## config.mk

```make
export PLATFORM = sky130hd
export DESIGN_NAME = running_mean_std_dev
export DESIGN_NICKNAME = d
export VERILOG_FILES = /design/src/design/rmsd_pkg.sv /design/src/design/running_mean_std_dev.sv /design/src/design/rmsd_fifo.sv /design/src/design/rmsd_front.sv /design/src/design/rmsd_div.sv /design/src/design/rmsd_back.sv
export SDC_FILE = /design/constraint.sdc
export NUM_CORES = 2
export LEC_CHECK = 0
export BUFFER_PORTS_ARGS = -buffer_cell sky130_fd_sc_hd__buf_2
export CAP_MARGIN = 10
export CORE_MARGIN = 8
export CORE_UTILIZATION = 59
export DETAILED_ROUTE_END_ITERATION = 8
export GPL_TIMING_DRIVEN = 0
export PLACE_DENSITY = 0.75
export SLEW_MARGIN = 20
export SYNTH_ARGS = -nofsm -noshare
export SYNTH_HDL_FRONTEND = slang
export SYNTH_SLANG_ARGS = --single-unit
```

## constraint.sdc

```tcl
create_clock -name clk_i -period 10 [get_ports clk_i]
set_input_delay 2 -clock clk_i [delete_from_list [all_inputs] [get_ports clk_i]]
set_output_delay 2 -clock clk_i [all_outputs]
set_load 0.01 [all_outputs]
```

## src/design/rmsd_pkg.sv

```systemverilog
// rmsd_pkg: shared types, widths and codes for the running mean / std dev block
// no dependencies; used by every module under design/

package rmsd_pkg;

  localparam int SAMPLE_BITS = 16;
  localparam int COUNT_BITS  = 16;
  localparam int SUM_BITS    = SAMPLE_BITS + COUNT_BITS;
  localparam int SQ_BITS     = 2 * SAMPLE_BITS + COUNT_BITS - 2;
  localparam int NUM_BITS    = 64;
  localparam int DEN_BITS    = 2 * COUNT_BITS;
  localparam int VAR_BITS    = 31;
  localparam int ROOT_BITS   = 16;
  localparam int STEP_BITS   = 7;
  localparam int FIFO_DEPTH  = 2;
  localparam int PTR_BITS    = $clog2(FIFO_DEPTH);

  // operand split for the shared 32x24 multiplier
  localparam int MUL_B_BITS  = 24;
  localparam int SQ_LO_BITS  = SQ_BITS / 2;
  localparam int SUM_LO_BITS = SUM_BITS / 2;

  localparam logic [COUNT_BITS-1:0] COUNT_MAX     = '1;
  localparam logic [COUNT_BITS-1:0] MIN_VAR_COUNT = COUNT_BITS'(2);
  localparam logic [VAR_BITS-1:0]   VAR_MAX       = '1;

  typedef struct packed {
    logic signed [SAMPLE_BITS-1:0] sample;
    logic                          start_new;
  } in_item_t;

  typedef struct packed {
    logic [COUNT_BITS-1:0]         sample_count;
    logic signed [SAMPLE_BITS-1:0] mean_value;
    logic [VAR_BITS-1:0]           variance;
    logic [ROOT_BITS-1:0]          std_dev;
    logic                          count_full;
  } out_item_t;

  // accumulator snapshot handed from front to back
  typedef struct packed {
    logic [COUNT_BITS-1:0]      count;
    logic signed [SUM_BITS-1:0] sum;
    logic [SQ_BITS-1:0]         sq;
    logic                       full;
  } entry_t;

  typedef struct packed {
    logic full;
    logic empty;
  } fifo_stat_t;

  typedef enum logic [2:0] {
    BACK_IDLE,
    BACK_MUL,
    BACK_NUM,
    BACK_DIV_START,
    BACK_DIV,
    BACK_ROOT,
    BACK_HOLD
  } back_state_e;

  typedef enum logic [1:0] {
    MUL_N_LO,
    MUL_N_HI,
    MUL_S_LO,
    MUL_S_HI
  } mul_phase_e;

endpackage

```

## src/design/running_mean_std_dev.sv

```systemverilog
// running_mean_std_dev: top level, running mean and sample standard deviation
// depends on rmsd_pkg, rmsd_front, rmsd_fifo and rmsd_back (rmsd_div via rmsd_back)
//
//   channel | direction | handshake               | payload
//   --------+-----------+-------------------------+---------------------------
//   in      | input     | in_valid_i / in_ready_o | in_item_i  (sample, start_new)
//   out     | output    | out_valid_o/out_ready_i | out_item_o (count, mean, var, sd)
//
// the back end runs a 64-step variance division (one quotient bit a cycle),
//   plus 4 multiply steps and 16 square root steps; the mean division runs
//   alongside the variance one
// the front updates the accumulators in the cycle a request is taken and
//   queues a snapshot, so up to two further requests land while the back works
// reset clears the accumulators, queue pointers and the result valid at once
// a stalled output holds its result; the back then waits to unload, the
//   queue fills and in_ready_o falls

module running_mean_std_dev (
  input  logic                clk_i,
  input  logic                rst_ni,
  input  logic                in_valid_i,
  output logic                in_ready_o,
  input  rmsd_pkg::in_item_t  in_item_i,
  output logic                out_valid_o,
  input  logic                out_ready_i,
  output rmsd_pkg::out_item_t out_item_o
);

  // snapshot queue between accumulate and compute
  rmsd_pkg::fifo_stat_t fifo_stat;
  rmsd_pkg::entry_t     push_entry;
  rmsd_pkg::entry_t     head_entry;
  logic                 push;
  logic                 pop;

  // front: accepts samples, handles start_new and count saturation
  rmsd_front u_front (
    .clk_i       (clk_i),
    .rst_ni      (rst_ni),
    .in_valid_i  (in_valid_i),
    .in_ready_o  (in_ready_o),
    .in_item_i   (in_item_i),
    .fifo_stat_i (fifo_stat),
    .push_o      (push),
    .entry_o     (push_entry)
  );

  rmsd_fifo u_fifo (
    .clk_i   (clk_i),
    .rst_ni  (rst_ni),
    .push_i  (push),
    .entry_i (push_entry),
    .pop_i   (pop),
    .head_o  (head_entry),
    .stat_o  (fifo_stat)
  );

  // back: products, divisions, square root and the output register
  rmsd_back u_back (
    .clk_i       (clk_i),
    .rst_ni      (rst_ni),
    .fifo_stat_i (fifo_stat),
    .entry_i     (head_entry),
    .pop_o       (pop),
    .out_valid_o (out_valid_o),
    .out_ready_i (out_ready_i),
    .out_item_o  (out_item_o)
  );

endmodule

```

## src/design/rmsd_fifo.sv

```systemverilog
// rmsd_fifo: short queue of accumulator snapshots between front and back
// depends on rmsd_pkg

module rmsd_fifo (
  input  logic                 clk_i,
  input  logic                 rst_ni,
  input  logic                 push_i,
  input  rmsd_pkg::entry_t     entry_i,
  input  logic                 pop_i,
  output rmsd_pkg::entry_t     head_o,
  output rmsd_pkg::fifo_stat_t stat_o
);

  rmsd_pkg::entry_t                mem_q [rmsd_pkg::FIFO_DEPTH];
  logic [rmsd_pkg::PTR_BITS-1:0]   wr_q, wr_d, rd_q, rd_d;
  logic [rmsd_pkg::PTR_BITS:0]     cnt_q, cnt_d;

  always_comb begin
    wr_d  = wr_q;
    rd_d  = rd_q;
    cnt_d = cnt_q;
    if (push_i) begin
      wr_d = (wr_q == rmsd_pkg::PTR_BITS'(rmsd_pkg::FIFO_DEPTH - 1)) ? '0 : wr_q + 1'b1;
    end
    if (pop_i) begin
      rd_d = (rd_q == rmsd_pkg::PTR_BITS'(rmsd_pkg::FIFO_DEPTH - 1)) ? '0 : rd_q + 1'b1;
    end
    if (push_i && !pop_i) begin
      cnt_d = cnt_q + 1'b1;
    end else if (pop_i && !push_i) begin
      cnt_d = cnt_q - 1'b1;
    end
  end

  always_ff @(posedge clk_i or negedge rst_ni) begin
    if (!rst_ni) begin
      wr_q  <= '0;
      rd_q  <= '0;
      cnt_q <= '0;
    end else begin
      wr_q  <= wr_d;
      rd_q  <= rd_d;
      cnt_q <= cnt_d;
    end
  end

  always_ff @(posedge clk_i) begin
    if (push_i) begin
      mem_q[wr_q] <= entry_i;
    end
  end

  assign head_o       = mem_q[rd_q];
  assign stat_o.full  = (cnt_q == (rmsd_pkg::PTR_BITS + 1)'(rmsd_pkg::FIFO_DEPTH));
  assign stat_o.empty = (cnt_q == '0);

  assert property (@(posedge clk_i) disable iff (!rst_ni) push_i |-> !stat_o.full)
    else $error("push into full queue");
  assert property (@(posedge clk_i) disable iff (!rst_ni) pop_i |-> !stat_o.empty)
    else $error("pop from empty queue");

endmodule

```

## src/design/rmsd_front.sv

```systemverilog
// rmsd_front: takes samples, updates sum, sum of squares and count
// depends on rmsd_pkg; pushes one snapshot per request into rmsd_fifo

module rmsd_front (
  input  logic                 clk_i,
  input  logic                 rst_ni,
  input  logic                 in_valid_i,
  output logic                 in_ready_o,
  input  rmsd_pkg::in_item_t   in_item_i,
  input  rmsd_pkg::fifo_stat_t fifo_stat_i,
  output logic                 push_o,
  output rmsd_pkg::entry_t     entry_o
);

  logic signed [rmsd_pkg::SUM_BITS-1:0]   sum_q, sum_d, base_sum;
  logic [rmsd_pkg::SQ_BITS-1:0]           sq_q, sq_d, base_sq;
  logic [rmsd_pkg::COUNT_BITS-1:0]        count_q, count_d, base_count;
  logic [rmsd_pkg::SAMPLE_BITS-1:0]       mag;
  logic [2*rmsd_pkg::SAMPLE_BITS-1:0]     square;
  logic                                   full;
  logic                                   accept;

  assign in_ready_o = !fifo_stat_i.full;
  assign accept     = in_valid_i && in_ready_o;

  always_comb begin
    base_sum   = in_item_i.start_new ? '0 : sum_q;
    base_sq    = in_item_i.start_new ? '0 : sq_q;
    base_count = in_item_i.start_new ? '0 : count_q;
    full       = (base_count == rmsd_pkg::COUNT_MAX);
    mag        = in_item_i.sample[rmsd_pkg::SAMPLE_BITS-1] ?
                 (~in_item_i.sample + 1'b1) : in_item_i.sample;
    square     = mag * mag;
    sum_d      = base_sum;
    sq_d       = base_sq;
    count_d    = base_count;
    if (!full) begin
      sum_d   = base_sum + {{(rmsd_pkg::SUM_BITS - rmsd_pkg::SAMPLE_BITS)
                            {in_item_i.sample[rmsd_pkg::SAMPLE_BITS-1]}}, in_item_i.sample};
      sq_d    = base_sq + rmsd_pkg::SQ_BITS'(square);
      count_d = base_count + 1'b1;
    end
  end

  always_ff @(posedge clk_i or negedge rst_ni) begin
    if (!rst_ni) begin
      sum_q   <= '0;
      sq_q    <= '0;
      count_q <= '0;
    end else if (accept) begin
      sum_q   <= sum_d;
      sq_q    <= sq_d;
      count_q <= count_d;
    end
  end

  assign push_o        = accept;
  assign entry_o.count = count_d;
  assign entry_o.sum   = sum_d;
  assign entry_o.sq    = sq_d;
  assign entry_o.full  = full;

endmodule

```

## src/design/rmsd_div.sv

```systemverilog
// rmsd_div: restoring divider, one quotient bit per cycle
// depends on rmsd_pkg; the dividend sits msb-first in a shift register

module rmsd_div (
  input  logic                             clk_i,
  input  logic                             rst_ni,
  input  logic                             start_i,
  input  logic [rmsd_pkg::STEP_BITS-1:0]   steps_i,
  input  logic [rmsd_pkg::NUM_BITS-1:0]    dividend_i,
  input  logic [rmsd_pkg::DEN_BITS-1:0]    divisor_i,
  output logic                             busy_o,
  output logic [rmsd_pkg::NUM_BITS-1:0]    quotient_o
);

  logic [rmsd_pkg::DEN_BITS-1:0]   rem_q, rem_d;
  logic [rmsd_pkg::DEN_BITS:0]     trial;
  logic [rmsd_pkg::NUM_BITS-1:0]   shift_q, shift_d;
  logic [rmsd_pkg::DEN_BITS-1:0]   den_q, den_d;
  logic [rmsd_pkg::STEP_BITS-1:0]  left_q, left_d;
  logic                            busy_q, busy_d;
  logic                            fits;

  always_comb begin
    trial   = {rem_q, shift_q[rmsd_pkg::NUM_BITS-1]};
    fits    = (trial >= {1'b0, den_q});
    rem_d   = rem_q;
    shift_d = shift_q;
    den_d   = den_q;
    left_d  = left_q;
    busy_d  = busy_q;
    if (start_i) begin
      rem_d   = '0;
      shift_d = dividend_i;
      den_d   = divisor_i;
      left_d  = steps_i;
      busy_d  = 1'b1;
    end else if (busy_q) begin
      // the remainder stays below the divisor, so it fits the divisor's width
      rem_d   = fits ? rmsd_pkg::DEN_BITS'(trial - {1'b0, den_q})
                     : trial[rmsd_pkg::DEN_BITS-1:0];
      shift_d = {shift_q[rmsd_pkg::NUM_BITS-2:0], fits};
      left_d  = left_q - 1'b1;
      busy_d  = (left_q != rmsd_pkg::STEP_BITS'(1));
    end
  end

  always_ff @(posedge clk_i or negedge rst_ni) begin
    if (!rst_ni) begin
      busy_q <= 1'b0;
      left_q <= '0;
    end else begin
      busy_q <= busy_d;
      left_q <= left_d;
    end
  end

  always_ff @(posedge clk_i) begin
    rem_q   <= rem_d;
    shift_q <= shift_d;
    den_q   <= den_d;
  end

  assign busy_o     = busy_q;
  assign quotient_o = shift_q;

endmodule

```

## src/design/rmsd_back.sv

```systemverilog
// rmsd_back: turns one snapshot into mean, variance and std dev, holds the result
// depends on rmsd_pkg and rmsd_div (two instances: mean and variance)

module rmsd_back (
  input  logic                 clk_i,
  input  logic                 rst_ni,
  input  rmsd_pkg::fifo_stat_t fifo_stat_i,
  input  rmsd_pkg::entry_t     entry_i,
  output logic                 pop_o,
  output logic                 out_valid_o,
  input  logic                 out_ready_i,
  output rmsd_pkg::out_item_t  out_item_o
);

  localparam logic [rmsd_pkg::VAR_BITS:0] ROOT_TOP =
    {2'b01, {(rmsd_pkg::VAR_BITS - 1){1'b0}}};

  rmsd_pkg::back_state_e                  state_q, state_d;
  rmsd_pkg::mul_phase_e                   phase_q, phase_d;
  rmsd_pkg::entry_t                       cur_q, cur_d;
  rmsd_pkg::out_item_t                    out_q, out_d;
  logic                                   out_valid_q, out_valid_d;
  logic [rmsd_pkg::SUM_BITS-1:0]          mag_q, mag_d;
  logic [rmsd_pkg::NUM_BITS-1:0]          lhs_q, lhs_d, rhs_q, rhs_d, num_q, num_d;
  logic [rmsd_pkg::DEN_BITS-1:0]          den_q, den_d;
  logic [rmsd_pkg::VAR_BITS-1:0]          var_q, var_d;
  logic [rmsd_pkg::SAMPLE_BITS-1:0]       mean_q, mean_d, mean_mag;
  logic [rmsd_pkg::VAR_BITS:0]            x_q, x_d, root_q, root_d, bit_q, bit_d, root_try;
  logic [rmsd_pkg::COUNT_BITS-1:0]        count_m1;
  logic [rmsd_pkg::SUM_BITS-1:0]          mul_a;
  logic [rmsd_pkg::MUL_B_BITS-1:0]        mul_b;
  logic [rmsd_pkg::SUM_BITS+rmsd_pkg::MUL_B_BITS-1:0] mul_p;
  logic                                   div_start, mean_busy, var_busy, divs_done;
  logic [rmsd_pkg::NUM_BITS-1:0]          mean_quo, var_quo;
  logic                                   can_load;

  rmsd_div u_mean_div (
    .clk_i      (clk_i),
    .rst_ni     (rst_ni),
    .start_i    (div_start),
    .steps_i    (rmsd_pkg::STEP_BITS'(rmsd_pkg::SUM_BITS)),
    .dividend_i ({mag_q, {(rmsd_pkg::NUM_BITS - rmsd_pkg::SUM_BITS){1'b0}}}),
    .divisor_i  (rmsd_pkg::DEN_BITS'(cur_q.count)),
    .busy_o     (mean_busy),
    .quotient_o (mean_quo)
  );

  rmsd_div u_var_div (
    .clk_i      (clk_i),
    .rst_ni     (rst_ni),
    .start_i    (div_start),
    .steps_i    (rmsd_pkg::STEP_BITS'(rmsd_pkg::NUM_BITS)),
    .dividend_i (num_q),
    .divisor_i  (den_q),
    .busy_o     (var_busy),
    .quotient_o (var_quo)
  );

  assign divs_done = !mean_busy && !var_busy;
  assign can_load  = !out_valid_q || out_ready_i;

  // next state
  always_comb begin
    state_d = state_q;
    case (state_q)
      rmsd_pkg::BACK_IDLE: begin
        if (!fifo_stat_i.empty) state_d = rmsd_pkg::BACK_MUL;
      end
      rmsd_pkg::BACK_MUL: begin
        if (phase_q == rmsd_pkg::MUL_S_HI) state_d = rmsd_pkg::BACK_NUM;
      end
      rmsd_pkg::BACK_NUM:       state_d = rmsd_pkg::BACK_DIV_START;
      rmsd_pkg::BACK_DIV_START: state_d = rmsd_pkg::BACK_DIV;
      rmsd_pkg::BACK_DIV: begin
        if (divs_done) state_d = rmsd_pkg::BACK_ROOT;
      end
      rmsd_pkg::BACK_ROOT: begin
        if (bit_q == '0) state_d = rmsd_pkg::BACK_HOLD;
      end
      rmsd_pkg::BACK_HOLD: begin
        if (can_load) state_d = rmsd_pkg::BACK_IDLE;
      end
      default: state_d = rmsd_pkg::BACK_IDLE;
    endcase
  end

  // shared multiplier operand select
  always_comb begin
    mul_a = mag_q;
    mul_b = '0;
    case (phase_q)
      rmsd_pkg::MUL_N_LO: begin
        mul_a = rmsd_pkg::SUM_BITS'(cur_q.count);
        mul_b = rmsd_pkg::MUL_B_BITS'(cur_q.sq[rmsd_pkg::SQ_LO_BITS-1:0]);
      end
      rmsd_pkg::MUL_N_HI: begin
        mul_a = rmsd_pkg::SUM_BITS'(cur_q.count);
        mul_b = rmsd_pkg::MUL_B_BITS'(cur_q.sq[rmsd_pkg::SQ_BITS-1:rmsd_pkg::SQ_LO_BITS]);
      end
      rmsd_pkg::MUL_S_LO: begin
        mul_b = rmsd_pkg::MUL_B_BITS'(mag_q[rmsd_pkg::SUM_LO_BITS-1:0]);
      end
      rmsd_pkg::MUL_S_HI: begin
        mul_b = rmsd_pkg::MUL_B_BITS'(mag_q[rmsd_pkg::SUM_BITS-1:rmsd_pkg::SUM_LO_BITS]);
      end
      default: mul_b = '0;
    endcase
    mul_p = mul_a * mul_b;
  end

  // datapath and outputs
  always_comb begin
    cur_d       = cur_q;
    mag_d       = mag_q;
    phase_d     = phase_q;
    lhs_d       = lhs_q;
    rhs_d       = rhs_q;
    num_d       = num_q;
    den_d       = den_q;
    var_d       = var_q;
    mean_d      = mean_q;
    x_d         = x_q;
    root_d      = root_q;
    bit_d       = bit_q;
    out_d       = out_q;
    out_valid_d = out_valid_q && !out_ready_i;
    pop_o       = 1'b0;
    div_start   = 1'b0;
    count_m1    = cur_q.count - 1'b1;
    mean_mag    = mean_quo[rmsd_pkg::SAMPLE_BITS-1:0];
    root_try    = root_q + bit_q;
    case (state_q)
      rmsd_pkg::BACK_IDLE: begin
        if (!fifo_stat_i.empty) begin
          pop_o   = 1'b1;
          cur_d   = entry_i;
          mag_d   = entry_i.sum[rmsd_pkg::SUM_BITS-1] ?
                    rmsd_pkg::SUM_BITS'(-entry_i.sum) : rmsd_pkg::SUM_BITS'(entry_i.sum);
          phase_d = rmsd_pkg::MUL_N_LO;
        end
      end
      rmsd_pkg::BACK_MUL: begin
        case (phase_q)
          rmsd_pkg::MUL_N_LO: begin
            lhs_d   = rmsd_pkg::NUM_BITS'(mul_p);
            den_d   = cur_q.count * count_m1;
            phase_d = rmsd_pkg::MUL_N_HI;
          end
          rmsd_pkg::MUL_N_HI: begin
            lhs_d   = lhs_q + (rmsd_pkg::NUM_BITS'(mul_p) << rmsd_pkg::SQ_LO_BITS);
            phase_d = rmsd_pkg::MUL_S_LO;
          end
          rmsd_pkg::MUL_S_LO: begin
            rhs_d   = rmsd_pkg::NUM_BITS'(mul_p);
            phase_d = rmsd_pkg::MUL_S_HI;
          end
          rmsd_pkg::MUL_S_HI: begin
            rhs_d   = rhs_q + (rmsd_pkg::NUM_BITS'(mul_p) << rmsd_pkg::SUM_LO_BITS);
            phase_d = rmsd_pkg::MUL_N_LO;
          end
          default: phase_d = rmsd_pkg::MUL_N_LO;
        endcase
      end
      rmsd_pkg::BACK_NUM: begin
        // clamp at zero when n*sumsq does not exceed sum^2
        num_d = (lhs_q > rhs_q) ? (lhs_q - rhs_q) : '0;
      end
      rmsd_pkg::BACK_DIV_START: begin
        div_start = 1'b1;
      end
      rmsd_pkg::BACK_DIV: begin
        if (divs_done) begin
          if (cur_q.count < rmsd_pkg::MIN_VAR_COUNT) begin
            var_d = '0;
          end else if (var_quo > rmsd_pkg::NUM_BITS'(rmsd_pkg::VAR_MAX)) begin
            var_d = rmsd_pkg::VAR_MAX;
          end else begin
            var_d = var_quo[rmsd_pkg::VAR_BITS-1:0];
          end
          mean_d = cur_q.sum[rmsd_pkg::SUM_BITS-1] ? (~mean_mag + 1'b1) : mean_mag;
          x_d    = {1'b0, var_d};
          root_d = '0;
          bit_d  = ROOT_TOP;
        end
      end
      rmsd_pkg::BACK_ROOT: begin
        if (bit_q != '0) begin
          if (x_q >= root_try) begin
            x_d    = x_q - root_try;
            root_d = (root_q >> 1) + bit_q;
          end else begin
            root_d = root_q >> 1;
          end
          bit_d = bit_q >> 2;
        end
      end
      rmsd_pkg::BACK_HOLD: begin
        if (can_load) begin
          out_d.sample_count = cur_q.count;
          out_d.mean_value   = mean_q;
          out_d.variance     = var_q;
          out_d.std_dev      = root_q[rmsd_pkg::ROOT_BITS-1:0];
          out_d.count_full   = cur_q.full;
          out_valid_d        = 1'b1;
        end
      end
      default: out_d = out_q;
    endcase
  end

  always_ff @(posedge clk_i or negedge rst_ni) begin
    if (!rst_ni) begin
      state_q     <= rmsd_pkg::BACK_IDLE;
      phase_q     <= rmsd_pkg::MUL_N_LO;
      out_valid_q <= 1'b0;
    end else begin
      state_q     <= state_d;
      phase_q     <= phase_d;
      out_valid_q <= out_valid_d;
    end
  end

  always_ff @(posedge clk_i) begin
    cur_q  <= cur_d;
    mag_q  <= mag_d;
    lhs_q  <= lhs_d;
    rhs_q  <= rhs_d;
    num_q  <= num_d;
    den_q  <= den_d;
    var_q  <= var_d;
    mean_q <= mean_d;
    x_q    <= x_d;
    root_q <= root_d;
    bit_q  <= bit_d;
    out_q  <= out_d;
  end

  assign out_valid_o = out_valid_q;
  assign out_item_o  = out_q;

  assert property (@(posedge clk_i) disable iff (!rst_ni)
    (state_q == rmsd_pkg::BACK_ROOT) |-> $onehot0(bit_q))
    else $error("root bit lost its single set position");
  assert property (@(posedge clk_i) disable iff (!rst_ni)
    (state_q == rmsd_pkg::BACK_DIV_START) |=> (mean_busy && var_busy))
    else $error("dividers did not start together");
  assert property (@(posedge clk_i) disable iff (!rst_ni)
    (out_valid_q && (out_q.sample_count < rmsd_pkg::MIN_VAR_COUNT)) |-> (out_q.variance == '0))
    else $error("nonzero variance below two samples");

endmodule
```

==> flow_metrics.tcl <==
set metrics [dict create \
    grt_pass1_wl_mm 437 \
    cts_htree_levels 3 \
    holdPathStages 0 \
    drt_wl_total_mm 286 \
    worstSetupStartpointType "flop" \
    cts.path.max_buffers 3 \
    maxSlewViolCount 0 \
    place.detailed.hpwl_mm 222 \
    die_x_microns 425 \
    worstMarginPinSlew_ns 1.19 \
    holdCritPathClass "reg -> reg" \
    crit_path_max_incr_delay_ns 0.53 \
    clkTransAtPathRegs_ns 0.07 \
    finalCoreUtilization_pct 67.5 \
    clockRootBuffer "clkbuf_16" \
    layout-drive-gt1-share_pct 11.3 \
    syn_inst 10200 \
    outcome "complete, but fails checks" \
    cts_made_buffers 111 \
    synth_sequential_area_ratio_pct 31.1 \
    antenna_found_initial 12 \
    drt_drc_violations_left 0 \
    syn_area_sq_um 98800 \
    detailedRoute.firstIterationViolations 7770 \
    period_minus_slack_ns 10.34 \
    postLayoutSetupSlackWorst_ns -0.340 \
    design.core.area_sq_um 167000 \
    timing.max_cap.violations 0 \
    top_usage_layer "met2" \
    relSlewSlack_pct 20.6 \
    cp.buffers_inverters 9 \
    met1_usage_pct 39.6 \
    finalNonFillerCells 13100 \
    numClockSinks 1075 \
    period_share_pct 103 \
    crit_fanout 7 \
    chipHeight_microns 425 \
    timing.fmax_ghz 0.0967 \
    initial_core_util_pct 59.2 \
    synth_area_leaders "edfxtp_1, fa_1, ha_1" \
    grt.met2_usage_pct 50.5 \
    port_buffers 102 \
    syn-mean-instance-area_sq_um 9.70 \
    reg2regPathDepth 44 \
    share_of_the_synthesized_area_in_the_top_cell_type_pct 26.1 \
    synthArstFlopShare_pct 11.2 \
    vias 77400 \
    gr-total-overflow 0 \
    wire_per_inst_microns 21.9 \
    dp.cells 12600 \
    ys_types 89 \
    placement_rows 150 \
    grt_setup_unrepaired "yes" \
    synth_top_cell_by_area "edfxtp_1" \
    setup.worst_path.end_class "flop" \
    timing.critical_path.arrival_ns 10.88 \
    failed_checks "setup timing" \
    multi_input_gate_area_sq_um 64300 \
    final_hold_vios 0 \
    cp_top_family "adder cells" \
    seqCellArea_sq_um 30700 \
    flop_and_latch_count_out_of_synthesis 1075 \
    detail_route.first_pass.iterations 7 \
    gp_congestion 1.03 \
    cts_tree "done" \
    drtAntennaViolNets 0 \
    synthesis.yosys.warnings 0 \
    global_route.usage.met3_pct 7.41 \
    worstSetupPathDepth 44 \
    grt_use_total_pct 30.9 \
    fillerInstances 12800 \
    numnets_final 12600 \
    fin_skew_ns 0.0740 \
    required_ns 10.54 \
    synthFlopType "edfxtp_1" \
    floorplan.die_area_sq_um 181000 \
    worstSetupPathType "reg -> reg" \
    flow.area_growth_from_synthesis_pct 13.9 \
    clock_latency_at_the_later_pin_of_the_worst_skew_pair_ns 0.78 \
    critical-path-slowest-cell "fa_1" \
    ioPinCount 103 \
    synth-edff-count 859 \
    largest_net_degree_at_the_start_of_global_routing 82 \
    setup_viol 13 \
    number_of_global_route_vias_before_repair 78000 \
    routed_via_density 5.91 \
]
## placed cells by master, fill, tap and decap left out, types with 118 or more instances in the layout
cell type / n
ha_1: 682
nand2b_1: 219
inv_1: 1472
xor2_1: 193
nor2b_1: 194
a21o_1: 257
nor2_1: 891
buf_4: 227
nand2_1: 1155
conb_1: 125
o21ai_0: 381
clkbuf_1: 246
xnor2_1: 258
mux2_2: 137
dfrtp_1: 118
clkbuf_16: 120
fa_1: 1007
a21oi_1: 413
nand3_1: 122
edfxtp_1: 859
## logic make-up (layout without fill, tap and decap cells)
group	count (synthesis)	after routing	synth area share, %
flip-flops	1075	1075	31.1
AND/OR/NAND/NOR	3079	3079	14.0
XOR/XNOR	499	499	4.42
other	2	127	0.00760
buffers and inverters	1881	2443	7.15
AO/OA/AOI/OAI	1625	1625	10.3
multiplexers	261	261	2.83
adder cells (fa/ha/maj)	1768	1768	30.2
## final cells by class
cell class                 count  share of cell area (%)
buffer                       351                    1.86
clock inverter                79                   0.865
clock buffer                 131                    2.57
sequential                  1075                    27.3
timing repair buffer         377                    2.77
inverter                    1505                    5.06
multi-input combinational   7357                    57.1
tap                         2204                    2.45
antenna                        2                 0.00445
## timing repair
item	4_1_cts	5_1_grt
resized for setup	476	361
pin swaps	80	167
endpoints found under the setup margin	151	83
cloned	1	3
hold buffers	0	0
setup buffers	138	108
## sequential cells by signal, indices dropped and copies added (netlist names), 32 cells and up
signal,flops
u_back.u_mean_div.quotient_o,64
u_back.num_q,64
u_back.root_q,32
u_back.cur_q,64
u_back.u_var_div.rem_q,32
u_front.sum_q,32
u_back.x_q,32
u_back.u_mean_div.rem_q,32
u_front.sq_q,46
u_back.mag_q,32
u_back.lhs_q,64
u_fifo.mem_q,190
u_back.rhs_q,64
u_back.u_var_div.quotient_o,64
u_back.out_item_o,80
## per-layer routing
layer	vias up	wire (microns)	share of wire, %
met2	3666	133000	46
met1	38200	111000	39
met4	4	13900	4.9
met3	819	28600	10
met5	-	25	0.0087
li1	34700	-	-
## path summary, 6_finish.rpt
check	startpoint	endpoint	slack, ns
setup / recovery	u_back.phase_q[1]	u_back.rhs_q[63]	-0.34
hold / removal	u_back.den_q[26]	u_back.u_var_div.den_q[26]	0.41
min in group asynchronous	rst_ni	u_front.sq_q[24]	1.13
setup reg to reg	u_back.phase_q[1]	u_back.rhs_q[63]	-0.34
hold reg to reg	u_back.den_q[26]	u_back.u_var_div.den_q[26]	0.41
max in group asynchronous	rst_ni	u_back.u_var_div.left_q[1]	7.98
## stage by stage
step                      setup WS, ns  cell area, sq um  hold WS (ns)  setup TNS, ns
after floorplan                -0.0104             99400         0.400        -0.0104
after global placement           -4.79            103000         0.401        -471.21
after detailed placement         -2.99            103000         0.405        -262.86
after CTS                       -0.199            110000         0.414          -1.27
after global routing            -0.553            113000         0.418          -6.54
final                           -0.340            113000         0.415          -2.11
## cells in the mapped netlist, types with 42 or more instances
cell / instances
edfxtp_1: 859
nand4_1: 57
o21bai_1: 58
or3_1: 42
mux2i_1: 111
nor2_1: 919
o21ai_0: 408
a21o_1: 257
nand2b_1: 221
dfxtp_1: 96
ha_1: 744
nand3_1: 127
xnor2_1: 284
inv_1: 1496
nand2_1: 1182
mux2_2: 150
xor2_1: 215
clkbuf_1: 340
a211oi_1: 59
fa_1: 1024
a21oi_1: 452
a31oi_1: 61
nor3_1: 83
and3_1: 85
o21a_1: 78
and2_1: 71
dfrtp_1: 120
nor2b_1: 197
Power is not shown: default switching activity piles up to over one toggle a cycle in this logic, so the estimate is an artifact.
